`config.mk`:
```
export PLATFORM = sky130hd
export DESIGN_NAME = priority_run_queue_dispatcher_flat
export DESIGN_NICKNAME = d
export VERILOG_FILES = /design/src/rtl/core/prqd_pkg.sv /design/src/rtl/core/prqd_chan_if.sv /design/src/rtl/core/prqd_ram.sv /design/src/rtl/core/priority_run_queue_dispatcher.sv /design/src/flat_wrapper.sv
export SDC_FILE = /design/constraint.sdc
export NUM_CORES = 2
export LEC_CHECK = 0
export ABC_AREA = 1
export BUFFER_PORTS_ARGS = -buffer_cell sky130_fd_sc_hd__buf_2
export CAP_MARGIN = 20
export CORE_ASPECT_RATIO = 0.6
export CORE_MARGIN = 10
export CORE_UTILIZATION = 30
export CTS_CLUSTER_SIZE = 40
export DETAILED_ROUTE_END_ITERATION = 6
export PLACE_DENSITY_LB_ADDON = 0.15
export RECOVER_POWER = 25
export SYNTH_ARGS = -nofsm -noshare
export SYNTH_HDL_FRONTEND = slang
export SYNTH_SLANG_ARGS = --single-unit
```
`constraint.sdc`:
```
create_clock -name clk -period 9.03 [get_ports clk]
set_input_delay 0.4515 -clock clk [delete_from_list [all_inputs] [get_ports clk]]
set_output_delay 0.4515 -clock clk [all_outputs]
set_load 0.02 [all_outputs]
```
`src/rtl/core/prqd_pkg.sv`:
```
// shared constants, result type and helper function for the run queue dispatcher
// no dependencies
package prqd_pkg;

  // field widths
  localparam int ID_W   = 6;
  localparam int PRIO_W = 6;

  // level layout: local levels 0..NUM_LEVELS-1, real-time levels RT_FIRST_LEVEL..NUM_LEVELS-1
  localparam int NUM_LEVELS     = 64;
  localparam int RT_FIRST_LEVEL = 32;
  localparam int RT_LEVELS      = 32;
  localparam int RT_IDX_W       = $clog2(RT_LEVELS);
  localparam int NUM_THREADS    = 64;

  // head/tail store: local levels first, real-time levels after
  localparam int QUEUE_DEPTH = NUM_LEVELS + RT_LEVELS;
  localparam int QADDR_W     = $clog2(QUEUE_DEPTH);

  // ready-vector scan in groups of eight
  localparam int SCAN_W     = NUM_LEVELS + RT_LEVELS;
  localparam int GROUP_W    = 8;
  localparam int GRP_BIT_W  = $clog2(GROUP_W);
  localparam int NUM_GROUPS = SCAN_W / GROUP_W;
  localparam int GRP_IDX_W  = $clog2(NUM_GROUPS);
  localparam int SCAN_POS_W = GRP_IDX_W + GRP_BIT_W;

  // request codes
  localparam logic ACT_ENQUEUE = 1'b0;
  localparam logic ACT_PICK    = 1'b1;

  typedef struct packed {
    logic [ID_W-1:0]   picked_id;
    logic [PRIO_W-1:0] picked_prio;
    logic              picked_realtime;
    logic              go_idle;
    logic              preempt;
    logic              bad_prio;
  } result_t;

  // index of the highest set bit in one scan group
  function automatic logic [GRP_BIT_W-1:0] top_in_group(input logic [GROUP_W-1:0] v);
    logic [GRP_BIT_W-1:0] idx;
    idx = '0;
    for (int i = 0; i < GROUP_W; i++) begin
      if (v[i]) idx = GRP_BIT_W'(i);
    end
    return idx;
  endfunction

endpackage

```
`src/rtl/core/prqd_chan_if.sv`:
```
// request and response channel interfaces of the run queue dispatcher
// depends on prqd_pkg
interface prqd_in_if;
  logic                        valid;
  logic                        ready;
  logic                        action;
  logic [prqd_pkg::ID_W-1:0]   thread_id;
  logic [prqd_pkg::PRIO_W-1:0] prio;
  logic                        realtime_req;

  modport source (output valid, action, thread_id, prio, realtime_req, input ready);
  modport sink   (input valid, action, thread_id, prio, realtime_req, output ready);
endinterface

interface prqd_out_if;
  logic                        valid;
  logic                        ready;
  logic [prqd_pkg::ID_W-1:0]   picked_id;
  logic [prqd_pkg::PRIO_W-1:0] picked_prio;
  logic                        picked_realtime;
  logic                        go_idle;
  logic                        preempt;
  logic                        bad_prio;

  modport source (output valid, picked_id, picked_prio, picked_realtime, go_idle, preempt,
                  bad_prio, input ready);
  modport sink   (input valid, picked_id, picked_prio, picked_realtime, go_idle, preempt,
                  bad_prio, output ready);
endinterface

```
`src/rtl/core/prqd_ram.sv`:
```
// generic single-write, single-read ram with registered read data
// no dependencies
module prqd_ram #(
  parameter int WIDTH = 8,
  parameter int DEPTH = 16
) (
  input  logic                     clk,
  input  logic                     wr_en,
  input  logic [$clog2(DEPTH)-1:0] wr_addr,
  input  logic [WIDTH-1:0]         wr_data,
  input  logic                     rd_en,
  input  logic [$clog2(DEPTH)-1:0] rd_addr,
  output logic [WIDTH-1:0]         rd_data
);

  logic [WIDTH-1:0] mem [DEPTH];
  logic [WIDTH-1:0] rd_data_r;

  // write port
  always_ff @(posedge clk) begin
    if (wr_en) mem[wr_addr] <= wr_data;
  end

  // registered read port
  always_ff @(posedge clk) begin
    if (rd_en) rd_data_r <= mem[rd_addr];
  end

  assign rd_data = rd_data_r;

endmodule

```
`src/rtl/core/priority_run_queue_dispatcher.sv`:
```
// run queue dispatcher top level: sequencer, level bitmaps, current-thread record
// depends on prqd_pkg, prqd_chan_if and prqd_ram
//
//   channel  dir  handshake     carries
//   in_req   in   valid/ready   action, thread_id, prio, realtime_req
//   out_rsp  out  valid/ready   picked_id, picked_prio, picked_realtime,
//                               go_idle, preempt, bad_prio
//
// an enqueue goes through ST_ENQ and ST_RESP, with ST_ENQ_LINK between when its level is
// already occupied (tail read, link write); a pick's ready-vector scanner checks one group
// of eight levels a cycle over 12 groups from the top, then the head/tail rams are read and,
// for a level with more than one thread, the link ram; one request is in flight at a time;
// the response register lets the next request be accepted while a response is still stalled on out_rsp
// rst_n clears the bitmaps and the current-thread record; the rams need no clearing
module priority_run_queue_dispatcher (
  input logic       clk,
  input logic       rst_n,
  prqd_in_if.sink   in_req,
  prqd_out_if.source out_rsp
);

  typedef enum logic [2:0] {
    ST_IDLE,
    ST_ENQ,
    ST_ENQ_LINK,
    ST_SCAN,
    ST_PICK_CMP,
    ST_PICK_ADV,
    ST_RESP
  } state_t;

  localparam int ID_W   = prqd_pkg::ID_W;
  localparam int PRIO_W = prqd_pkg::PRIO_W;
  localparam int LINK_AW = $clog2(prqd_pkg::NUM_THREADS);

  // registers
  state_t                              state_r, state_nxt;
  logic [ID_W-1:0]                     id_r, id_nxt;
  logic [PRIO_W-1:0]                   prio_r, prio_nxt;
  logic                                rt_r, rt_nxt;
  logic [prqd_pkg::QADDR_W-1:0]        qaddr_r, qaddr_nxt;
  logic [prqd_pkg::GRP_IDX_W-1:0]      grp_r, grp_nxt;
  logic [prqd_pkg::NUM_LEVELS-1:0]     lvl_map_r, lvl_map_nxt;
  logic [prqd_pkg::RT_LEVELS-1:0]      rt_map_r, rt_map_nxt;
  logic                                cur_idle_r, cur_idle_nxt;
  logic [PRIO_W-1:0]                   cur_prio_r, cur_prio_nxt;
  logic                                cur_rt_r, cur_rt_nxt;
  prqd_pkg::result_t                   res_r, res_nxt;
  prqd_pkg::result_t                   out_r, out_nxt;
  logic                                out_valid_r, out_valid_nxt;

  // ram ports
  logic                                head_we, tail_we, link_we;
  logic [ID_W-1:0]                     head_wdata;
  logic                                head_re, tail_re, link_re;
  logic [prqd_pkg::QADDR_W-1:0]        q_raddr;
  logic [ID_W-1:0]                     head_rdata, tail_rdata, link_rdata;

  // scan datapath
  logic [prqd_pkg::SCAN_W-1:0]         ready_vec;
  logic [prqd_pkg::GROUP_W-1:0]        grp_bits;
  logic [prqd_pkg::SCAN_POS_W-1:0]     scan_pos;
  logic [prqd_pkg::SCAN_POS_W-1:0]     scan_off;
  logic [prqd_pkg::RT_IDX_W-1:0]       scan_rt_idx;
  logic                                scan_rt;
  logic [PRIO_W-1:0]                   scan_level;
  logic [prqd_pkg::QADDR_W-1:0]        scan_qaddr;
  logic                                scan_hit;

  // enqueue decode of the incoming request
  logic [PRIO_W-1:0]                   in_prio_off;
  logic [prqd_pkg::RT_IDX_W-1:0]       in_rt_idx;
  logic [prqd_pkg::RT_IDX_W-1:0]       cur_rt_idx;
  logic [PRIO_W-1:0]                   prio_off_r;
  logic                                level_busy;
  logic                                enq_bad;
  logic                                enq_preempt;

  assign in_prio_off = in_req.prio - PRIO_W'(prqd_pkg::RT_FIRST_LEVEL);
  assign in_rt_idx   = in_prio_off[prqd_pkg::RT_IDX_W-1:0];
  assign prio_off_r  = prio_r - PRIO_W'(prqd_pkg::RT_FIRST_LEVEL);
  assign cur_rt_idx  = prio_off_r[prqd_pkg::RT_IDX_W-1:0];

  // level occupancy of the held request (prio always fits the local levels)
  assign level_busy = rt_r ? rt_map_r[cur_rt_idx] : lvl_map_r[prio_r];
  assign enq_bad    = rt_r && (prio_r < PRIO_W'(prqd_pkg::RT_FIRST_LEVEL));

  // preempt rule: idle always loses; rt needs higher prio only against rt
  always_comb begin
    if (cur_idle_r) begin
      enq_preempt = 1'b1;
    end else if (rt_r) begin
      enq_preempt = !cur_rt_r || (prio_r > cur_prio_r);
    end else begin
      enq_preempt = prio_r >= cur_prio_r;
    end
  end

  // ready vector: local low levels, then local/rt pairs with rt above on ties
  always_comb begin
    ready_vec = '0;
    for (int j = 0; j < prqd_pkg::RT_FIRST_LEVEL; j++) begin
      ready_vec[j] = lvl_map_r[j];
    end
    for (int j = 0; j < prqd_pkg::RT_LEVELS; j++) begin
      ready_vec[prqd_pkg::RT_FIRST_LEVEL + 2*j]     = lvl_map_r[prqd_pkg::RT_FIRST_LEVEL + j];
      ready_vec[prqd_pkg::RT_FIRST_LEVEL + 2*j + 1] = rt_map_r[j];
    end
  end

  // one scan group per cycle, highest set position inside it
  assign grp_bits = ready_vec[grp_r*prqd_pkg::GROUP_W +: prqd_pkg::GROUP_W];
  assign scan_hit = |grp_bits;
  assign scan_pos = {grp_r, prqd_pkg::top_in_group(grp_bits)};
  assign scan_off = scan_pos - prqd_pkg::SCAN_POS_W'(prqd_pkg::RT_FIRST_LEVEL);
  assign scan_rt_idx = scan_off[prqd_pkg::RT_IDX_W:1];

  // map scan position back to level, class and queue address
  always_comb begin
    if (scan_pos < prqd_pkg::SCAN_POS_W'(prqd_pkg::RT_FIRST_LEVEL)) begin
      scan_rt    = 1'b0;
      scan_level = scan_pos[PRIO_W-1:0];
      scan_qaddr = prqd_pkg::QADDR_W'(scan_pos);
    end else begin
      scan_rt    = scan_off[0];
      scan_level = PRIO_W'(prqd_pkg::RT_FIRST_LEVEL) + PRIO_W'(scan_rt_idx);
      scan_qaddr = scan_off[0]
                 ? prqd_pkg::QADDR_W'(prqd_pkg::NUM_LEVELS) + prqd_pkg::QADDR_W'(scan_rt_idx)
                 : prqd_pkg::QADDR_W'(scan_level);
    end
  end

  // ram read/write controls
  always_comb begin
    q_raddr    = (state_r == ST_SCAN) ? scan_qaddr : qaddr_r;
    head_re    = (state_r == ST_SCAN) && scan_hit;
    tail_re    = head_re || ((state_r == ST_ENQ) && !enq_bad && level_busy);
    link_re    = (state_r == ST_PICK_CMP) && (head_rdata != tail_rdata);
    link_we    = (state_r == ST_ENQ_LINK);
    tail_we    = link_we || ((state_r == ST_ENQ) && !enq_bad && !level_busy);
    head_we    = ((state_r == ST_ENQ) && !enq_bad && !level_busy) || (state_r == ST_PICK_ADV);
    head_wdata = (state_r == ST_PICK_ADV) ? link_rdata : id_r;
  end

  // sequencer next state
  always_comb begin
    state_nxt     = state_r;
    id_nxt        = id_r;
    prio_nxt      = prio_r;
    rt_nxt        = rt_r;
    qaddr_nxt     = qaddr_r;
    grp_nxt       = grp_r;
    lvl_map_nxt   = lvl_map_r;
    rt_map_nxt    = rt_map_r;
    cur_idle_nxt  = cur_idle_r;
    cur_prio_nxt  = cur_prio_r;
    cur_rt_nxt    = cur_rt_r;
    res_nxt       = res_r;
    out_nxt       = out_r;
    out_valid_nxt = out_valid_r && !out_rsp.ready;

    unique case (state_r)
      // latch the request
      ST_IDLE: begin
        if (in_req.valid) begin
          id_nxt    = in_req.thread_id;
          prio_nxt  = in_req.prio;
          rt_nxt    = in_req.realtime_req;
          qaddr_nxt = in_req.realtime_req
                    ? prqd_pkg::QADDR_W'(prqd_pkg::NUM_LEVELS) + prqd_pkg::QADDR_W'(in_rt_idx)
                    : prqd_pkg::QADDR_W'(in_req.prio);
          grp_nxt   = prqd_pkg::GRP_IDX_W'(prqd_pkg::NUM_GROUPS - 1);
          state_nxt = (in_req.action == prqd_pkg::ACT_PICK) ? ST_SCAN : ST_ENQ;
        end
      end

      // enqueue: drop bad rt prio, start empty level, or fetch old tail
      ST_ENQ: begin
        res_nxt = '0;
        if (enq_bad) begin
          res_nxt.bad_prio = 1'b1;
          state_nxt        = ST_RESP;
        end else begin
          res_nxt.preempt = enq_preempt;
          if (rt_r) rt_map_nxt[cur_rt_idx] = 1'b1;
          else      lvl_map_nxt[prio_r]    = 1'b1;
          state_nxt = level_busy ? ST_ENQ_LINK : ST_RESP;
        end
      end

      // old tail links to the new thread (writes done by ram controls)
      ST_ENQ_LINK: begin
        state_nxt = ST_RESP;
      end

      // walk groups from the top; nothing ready means idle
      ST_SCAN: begin
        if (scan_hit) begin
          prio_nxt  = scan_level;
          rt_nxt    = scan_rt;
          qaddr_nxt = scan_qaddr;
          state_nxt = ST_PICK_CMP;
        end else if (grp_r == '0) begin
          res_nxt         = '0;
          res_nxt.go_idle = 1'b1;
          cur_idle_nxt    = 1'b1;
          cur_prio_nxt    = '0;
          cur_rt_nxt      = 1'b0;
          state_nxt       = ST_RESP;
        end else begin
          grp_nxt = grp_r - prqd_pkg::GRP_IDX_W'(1);
        end
      end

      // head is the pick; last entry empties the level, else advance head
      ST_PICK_CMP: begin
        res_nxt                 = '0;
        res_nxt.picked_id       = head_rdata;
        res_nxt.picked_prio     = prio_r;
        res_nxt.picked_realtime = rt_r;
        cur_idle_nxt            = 1'b0;
        cur_prio_nxt            = prio_r;
        cur_rt_nxt              = rt_r;
        if (head_rdata == tail_rdata) begin
          if (rt_r) rt_map_nxt[cur_rt_idx] = 1'b0;
          else      lvl_map_nxt[prio_r]    = 1'b0;
          state_nxt = ST_RESP;
        end else begin
          state_nxt = ST_PICK_ADV;
        end
      end

      // new head written from the link read
      ST_PICK_ADV: begin
        state_nxt = ST_RESP;
      end

      // hand result to the output register once it is free
      ST_RESP: begin
        if (!out_valid_r || out_rsp.ready) begin
          out_nxt       = res_r;
          out_valid_nxt = 1'b1;
          state_nxt     = ST_IDLE;
        end
      end

      default: state_nxt = ST_IDLE;
    endcase
  end

  // state and registered outputs
  always_ff @(posedge clk) begin
    if (!rst_n) begin
      state_r     <= ST_IDLE;
      lvl_map_r   <= '0;
      rt_map_r    <= '0;
      cur_idle_r  <= 1'b1;
      cur_prio_r  <= '0;
      cur_rt_r    <= 1'b0;
      out_valid_r <= 1'b0;
    end else begin
      state_r     <= state_nxt;
      lvl_map_r   <= lvl_map_nxt;
      rt_map_r    <= rt_map_nxt;
      cur_idle_r  <= cur_idle_nxt;
      cur_prio_r  <= cur_prio_nxt;
      cur_rt_r    <= cur_rt_nxt;
      out_valid_r <= out_valid_nxt;
    end
    id_r    <= id_nxt;
    prio_r  <= prio_nxt;
    rt_r    <= rt_nxt;
    qaddr_r <= qaddr_nxt;
    grp_r   <= grp_nxt;
    res_r   <= res_nxt;
    out_r   <= out_nxt;
  end

  // head pointers of every local and rt level
  prqd_ram #(.WIDTH(ID_W), .DEPTH(prqd_pkg::QUEUE_DEPTH)) u_head_ram (
    .clk     (clk),
    .wr_en   (head_we),
    .wr_addr (qaddr_r),
    .wr_data (head_wdata),
    .rd_en   (head_re),
    .rd_addr (q_raddr),
    .rd_data (head_rdata)
  );

  // tail pointers of every local and rt level
  prqd_ram #(.WIDTH(ID_W), .DEPTH(prqd_pkg::QUEUE_DEPTH)) u_tail_ram (
    .clk     (clk),
    .wr_en   (tail_we),
    .wr_addr (qaddr_r),
    .wr_data (id_r),
    .rd_en   (tail_re),
    .rd_addr (q_raddr),
    .rd_data (tail_rdata)
  );

  // per-thread next links
  prqd_ram #(.WIDTH(ID_W), .DEPTH(prqd_pkg::NUM_THREADS)) u_link_ram (
    .clk     (clk),
    .wr_en   (link_we),
    .wr_addr (tail_rdata[LINK_AW-1:0]),
    .wr_data (id_r),
    .rd_en   (link_re),
    .rd_addr (head_rdata[LINK_AW-1:0]),
    .rd_data (link_rdata)
  );

  // ports
  assign in_req.ready            = (state_r == ST_IDLE);
  assign out_rsp.valid           = out_valid_r;
  assign out_rsp.picked_id       = out_r.picked_id;
  assign out_rsp.picked_prio     = out_r.picked_prio;
  assign out_rsp.picked_realtime = out_r.picked_realtime;
  assign out_rsp.go_idle         = out_r.go_idle;
  assign out_rsp.preempt         = out_r.preempt;
  assign out_rsp.bad_prio        = out_r.bad_prio;

endmodule

```
`src/flat_wrapper.sv`:
```
// flat-port wrapper written by rule: the top's interface ports become plain ports
module priority_run_queue_dispatcher_flat 
  (clk, rst_n, in_req_valid, in_req_action, in_req_thread_id, in_req_prio, in_req_realtime_req, in_req_ready, out_rsp_valid, out_rsp_picked_id, out_rsp_picked_prio, out_rsp_picked_realtime, out_rsp_go_idle, out_rsp_preempt, out_rsp_bad_prio, out_rsp_ready);
  prqd_in_if in_req_i ();
  prqd_out_if out_rsp_i ();
  input logic clk;
  input logic rst_n;
  input wire logic [$bits(in_req_i.valid)-1:0] in_req_valid;
  input wire logic [$bits(in_req_i.action)-1:0] in_req_action;
  input wire logic [$bits(in_req_i.thread_id)-1:0] in_req_thread_id;
  input wire logic [$bits(in_req_i.prio)-1:0] in_req_prio;
  input wire logic [$bits(in_req_i.realtime_req)-1:0] in_req_realtime_req;
  output wire logic [$bits(in_req_i.ready)-1:0] in_req_ready;
  output wire logic [$bits(out_rsp_i.valid)-1:0] out_rsp_valid;
  output wire logic [$bits(out_rsp_i.picked_id)-1:0] out_rsp_picked_id;
  output wire logic [$bits(out_rsp_i.picked_prio)-1:0] out_rsp_picked_prio;
  output wire logic [$bits(out_rsp_i.picked_realtime)-1:0] out_rsp_picked_realtime;
  output wire logic [$bits(out_rsp_i.go_idle)-1:0] out_rsp_go_idle;
  output wire logic [$bits(out_rsp_i.preempt)-1:0] out_rsp_preempt;
  output wire logic [$bits(out_rsp_i.bad_prio)-1:0] out_rsp_bad_prio;
  input wire logic [$bits(out_rsp_i.ready)-1:0] out_rsp_ready;
  assign in_req_i.valid = in_req_valid;
  assign in_req_i.action = in_req_action;
  assign in_req_i.thread_id = in_req_thread_id;
  assign in_req_i.prio = in_req_prio;
  assign in_req_i.realtime_req = in_req_realtime_req;
  assign in_req_ready = in_req_i.ready;
  assign out_rsp_valid = out_rsp_i.valid;
  assign out_rsp_picked_id = out_rsp_i.picked_id;
  assign out_rsp_picked_prio = out_rsp_i.picked_prio;
  assign out_rsp_picked_realtime = out_rsp_i.picked_realtime;
  assign out_rsp_go_idle = out_rsp_i.go_idle;
  assign out_rsp_preempt = out_rsp_i.preempt;
  assign out_rsp_bad_prio = out_rsp_i.bad_prio;
  assign out_rsp_i.ready = out_rsp_ready;
  priority_run_queue_dispatcher u_core (.clk(clk), .rst_n(rst_n), .in_req(in_req_i), .out_rsp(out_rsp_i));
endmodule
```
# --- Yosys cells after proc, flatten, opt, wreduce, memory -nomap -nowiden ---
# Memory sizes are Yosys's and may differ from the RTL's. A register that Yosys moved wholly into a read port is not among the register bits.
# Index checks and enable logic that the tools add are counted.
totals:
  register_bits: 164
  mem_bits_rw: 1536
  in_bits: 18
  out_inout_bits: 18
  word_cells: 185
  memories: 3
classes:
  n_addsub: 7
  magnitude_cmp: 8
  eq_ne: 21
  n_shift: 1
  n_mux: 79
  bitwise: 6
  reduce_logical: 36
mem_list:
  columns: ["memory", "depth", "width", "rd", "rd_ports_with_merged_regs", "wr", "line_no", "text"]
  rows:
  - ["u_core.u_head_ram.mem", 96, 6, 1, 1, 1, "prqd_ram.sv:16", "logic [WIDTH-1:0] mem [DEPTH];"]
  - ["u_core.u_tail_ram.mem", 96, 6, 1, 1, 1, "prqd_ram.sv:16", null]
  - ["u_core.u_link_ram.mem", 64, 6, 1, 1, 1, "prqd_ram.sv:16", null]
ops:
  columns: ["operator", "count"]
  rows:
  - ["two-way mux 64 bit", 4]
  - ["two-way mux 32 bit", 4]
  - ["one-hot mux 64 bit (2 select lines)", 1]
  - ["variable part select 96 x 8 -> 8 bit", 1]
  - ["bitwise AND 64 bit", 1]
  - ["inverter 64 bit", 1]
  - ["bitwise OR 64 bit", 1]
  - ["one-hot mux 32 bit (2 select lines)", 1]
  - ["one-hot mux 16 bit (3 select lines)", 1]
  - ["two-way mux 7 bit", 6]
  - ["two-way mux 6 bit", 6]
  - ["bitwise AND 32 bit", 1]
  - ["two-way mux 16 bit", 2]
  - ["inverter 32 bit", 1]
  - ["bitwise OR 32 bit", 1]
  - ["two-way mux 3 bit", 10]
  - ["two-way mux 1 bit", 25]
  - ["one-hot mux 6 bit (2 select lines)", 2]
  - ["one-hot mux 3 bit (6 select lines)", 1]
  - ["!= test 2 bit, second input constant", 8]
  - ["adder 7 x 5 -> 7 bit, first input constant", 2]
  - ["one-hot mux 7 bit (2 select lines)", 1]
  - ["two-way mux 4 bit", 3]
  - ["AND reduction 3 bit", 4]
  - ["38 further kinds", 70]

# --- Logic depth before layout (Yosys ltp) ---
logic_depth:
  depth_word: 14
  depth_mapped: 27
  mapped_depth_nobuf: 25

# --- Modules after synthesis ---
# A second synthesis with hierarchy kept.
hier_totals:
  hier_cells: 6930
  hier_area_um2: 73264.0
modules_own_cells:
  columns: ["module", "instances", "cells_each", "area_per_inst_um2", "seq_area_each_um2"]
  rows:
  - ["prqd_ram (u_core.u_head_ram ...)", 2, 2042, 23889.2, 17476.8]
  - ["prqd_ram (u_core.u_link_ram)", 1, 1376, 15990.3, 11711.2]
  - ["priority_run_queue_dispatcher", 1, 1470, 9495.4, 3693.5]

# --- Least setup slack after synthesis ---
# Ideal clock, no wire load.
synth_timing:
  path_type: "register to register"
  from: "register u_core.id_r[0]"
  to: "memory u_core.u_head_ram.mem[0][0] (netlist bit), data pin"
  setup_ps: 333
  arrival_ps: 3254
  required_time_ps: 8697
  path_slack_ps: 5443
  stages_incl_launch_ff: 2
  path_buffers: 0
  synth_period_minus_slack_ps: 3587
  path_cell_list: "edfxtp_1 > mux2_2"
synth_between:
  elab_chain_cells: 1
synth_rtl:
  columns: ["element", "line_no", "text"]
  rows:
  - ["from (decl)", "priority_run_queue_dispatcher.sv:38", "logic [ID_W-1:0] id_r, id_nxt;"]
  - ["from (signal assigned)", "priority_run_queue_dispatcher.sv:270", "id_r <= id_nxt;"]
  - ["two-way mux 6 bit", "priority_run_queue_dispatcher.sv:142", "head_wdata = (state_r == ST_PICK_ADV) ? link_rdata : id_r;"]
  - ["net u_core.head_wdata[0]", "priority_run_queue_dispatcher.sv:54", "logic [ID_W-1:0] head_wdata;"]
  - ["to (decl)", "prqd_ram.sv:16", null]
# The timed path passes the listed nets, and every way through them passes these cells.

==> flow_summary_export.csv <==
group,metric,value,unit
synth,synth_warnings,0,
finish,num-nets-final,7071,
cts,clock_transition_at_the_registers_of_the_reported_paths,70,ps
timing,tightestPinTransition,6110,ps
grt,grt_pass1_wl,377000,um
run,cap_violations,18,
power_and_ir_drop,cell_internal_pwr,14400,uW
cts,cts.hold.buffers_added,11,
synth,synth_cell_types,46,
synth,postSynthRegisterBits,1713,
run_status,status,"finished, violations left",
grt,grt_use_total,18.5,%
detailed_routing,vias_per_cell,5.21,
grt,grt-ovfl-total,0,
cts,worstSkewPairLatency,840,ps
floorplan,floorplan.rows,142,
setup_path,critical_path_class,"flip-flop to flip-flop",
synth,synth.net_count,7199,
timing,relSlewSlack,-307,%
floorplan,initial_core_util,30.2,%
power_and_ir_drop,power.density_cell_area,270,nW/um^2
placed_design,hpwlAfterDp,162000,um
cts,cts_inserted_buffers,172,
detailed_routing,avgRoutedWirePerCell,25.1,um
floorplan,die_width,668,um
synth,synthDominantAreaCellType,"edfxtp_1",
timing,worst_slack,1600,ps
timing,final_max_slew_viol_count,1010,
finish,finalNonFillerCells,10483,
floorplan,fp.dieArea,273000,um^2
synth,postSynthCellCount,7174,
power_and_ir_drop,swShare,36.6,%
floorplan,i_o_pin_cnt,36,
detailed_routing,drt_iter0_drc,6866,
detailed_routing,detailed_route_via_count,54593,
setup_path,setup.worst_path.start_class,"flip-flop",
synth,post_synth.cell_area_avg,10.5,um^2
cts,cts_setup_buffers,0,
setup_path,worst_ep_arrival_time,7940,ps
power_and_ir_drop,share_comb_of_total_power,28.2,%
setup_path,critical_path.max_fanout,65,
detailed_routing,drc_violations,0,
timing,layout_min_cycle_time,7430,ps
finish,utilization,33.7,%
floorplan,die_height,409,um
synth,mappedNetlistArea,75600,um^2
synth,yosysTopAreaCellShare,63.7,%
timing,max_clock_freq,0.135,GHz
synth,synth_edf_count,1605,
run_status,failed_checks,"capacitance limit, slew limit",
finish,drive_above_1_share,5.76,%
timing,clock_skew,47.8,ps
cts,cts_tree,"built",
synth,ys_top_cells_by_area,"edfxtp_1, nand3_1, inv_1",
timing,hold_viol_final,0,
setup_path,worst_ep_required_time,9530,ps
cts,ctsResizeCount,0,
placed_design,post-place-ws,2490,ps
cts,h_tree_depth,4,
finish,layout.cells.most_common_list,"edfxtp_1, inv_1, nand3_1",
min_path,hold_depth,3,
power_and_ir_drop,seq_power_share,41.2,%
timing,setup_repair_after_global_routing_missed_its_margin,"false",
setup_path,worst_setup_path_end_kind,"flip-flop",
placed_design,dp.cells,10157,
placed_design,io_buffer_count,35,
synth,async_set_or_reset_flop_fraction_in_the_synthesized_netlist,0,%
timing,finalHoldWorstSlack,74.0,ps
power_and_ir_drop,p_sw,8340,uW
cts,tritoncts_num_sinks,1713,
finish,syn_to_final_growth,11.5,%
finish,final_common_cell,"edfxtp_1",
setup_path,register_to_register_path_depth,16,
min_path,worst_min_path_class,"input port to flip-flop",
cts,clock_path_buffers,4,
detailed_routing,first_pass_iters,7,
power_and_ir_drop,pwr-share-clk,30.6,%
cts,clock_root_cell,"clkbuf_16",
synth,synth_ff_type,"edfxtp_1",
grt,antenna_found_initial,14,
power_and_ir_drop,vdd_drop_max,0.214,mV
timing,number_of_failing_setup_endpoints_in_the_final_timing_report,0,
timing,timing.setup.tns,0,ps
timing,layout_worst_path_cycle_share,82.3,%
detailed_routing,routed_wirelength,263000,um
floorplan,core,250000,um^2
detailed_routing,antenna_violating_nets_left,0,
placed_design,gp_congestion,0.879,
grt,grt_pass1_vias,50664,
grt,largest_net_degree_at_the_start_of_global_routing,175,
synth,synth_seq_area_share,66.6,%
power_and_ir_drop,leakage,0.0307,uW
## layout make-up
type,count,area [um^2]
multi-input combinational,3816,18900
antenna,3,7.51
inverter,1139,4300
clock inverter,71,603
fill,25290,166000
tap,3312,4140
timing repair buffer,204,1480
clock buffer,225,4550
sequential,1713,50400
## power by group through the flow
stage | clock network, uW | logic [uW] | registers, uW
3_3_place_gp | 0 | 6370 | 9500
2_1_floorplan | 0 | 3480 | 9610
5_1_grt | 7440 | 6870 | 9390
4_1_cts | 7120 | 6340 | 9330
3_5_place_dp | 0 | 6330 | 9510
6_report | 6980 | 6420 | 9380
## worst max-delay path, cell delays in order, from the launching register on
cell      delay (ps)
dfxtp_1          360
nor2_1           120
inv_1             70
nor2_4            70
clkbuf_1        2490
inv_2            -70
clkbuf_1        1270
or2_2            800
inv_1            460
nor3_1           110
inv_1            120
nor2_2            40
buf_4            270
inv_2            590
o21ai_0          160
nand2_1           90
a31oi_1           90
## per-stage QoR
step	power [uW]	instance area [um^2]
finish	22800	84300
detailed placement	15800	79100
CTS	22800	84300
global placement	15900	79000
floorplan	13100	75600
global route	23700	84300
## registers in the layout, summed over array words and instances (netlist names), 7 cells and up, named ones only
signal                 cells
u_core.u_head_ram.mem    576
u_core.u_tail_ram.mem    576
u_core.u_link_ram.mem    384
u_core.res_r              16
u_core.qaddr_r             7
## routing by layer
metal	GRT usage [%]	wire length, um	up-vias
met3	4.62	24200	279
met2	24.2	101000	2120
met4	2.65	3790	4
met1	30.3	134000	27345
li1	-	-	24845
met5	0	27	-
## path summary, 6_finish.rpt
path / startpoint / end / slack [ps]
setup / recovery: u_core.state_r[0] / flip-flop / 1600
hold / removal: in_req_prio[0] / u_core.qaddr_r[0] / 70
setup reg to reg: u_core.state_r[0] / flip-flop / 1600
hold reg to reg: u_core.res_r[6] / u_core.out_rsp.picked_prio[2] / 420
## cell usage after synthesis (2+ instances only)
library cell	count
or2_2	2
o31ai_1	3
o22ai_1	128
ha_1	7
nor3_1	145
nor2_1	484
buf_2	204
buf_4	9
a21o_1	2
nand4_1	372
buf_6	4
clkinv_1	8
nand2_1	774
edfxtp_1	1605
a22o_1	4
buf_1	32
dfxtp_1	108
o32ai_1	3
a221o_1	2
clkbuf_1	257
o21ai_1	122
a22oi_1	7
o211ai_1	99
a21oi_1	206
inv_1	1116
inv_2	14
nor4_1	4
a211oi_1	2
a221oi_1	4
mux2_2	6
nand3_1	955
o2111ai_1	3
o221ai_1	20
o21ai_0	405
a31oi_1	47
## cells by family (layout without fill, tap and decap cells)
family                   count (synthesis)  after routing  share of synthesized area [%]
AND/OR/NAND/NOR                       2738           2738                           16.7
flip-flops                            1713           1713                           66.6
buffers and inverters                 1645           1639                           8.59
AO/OA/AOI/OAI                         1064           1064                           7.93
adder cells (fa/ha/maj)                  7              7                          0.116
multiplexers                             6              6                         0.0893
XOR/XNOR                                 1              1                         0.0116
other                                    0              3                              0
Power figures use the tool's default switching activity.
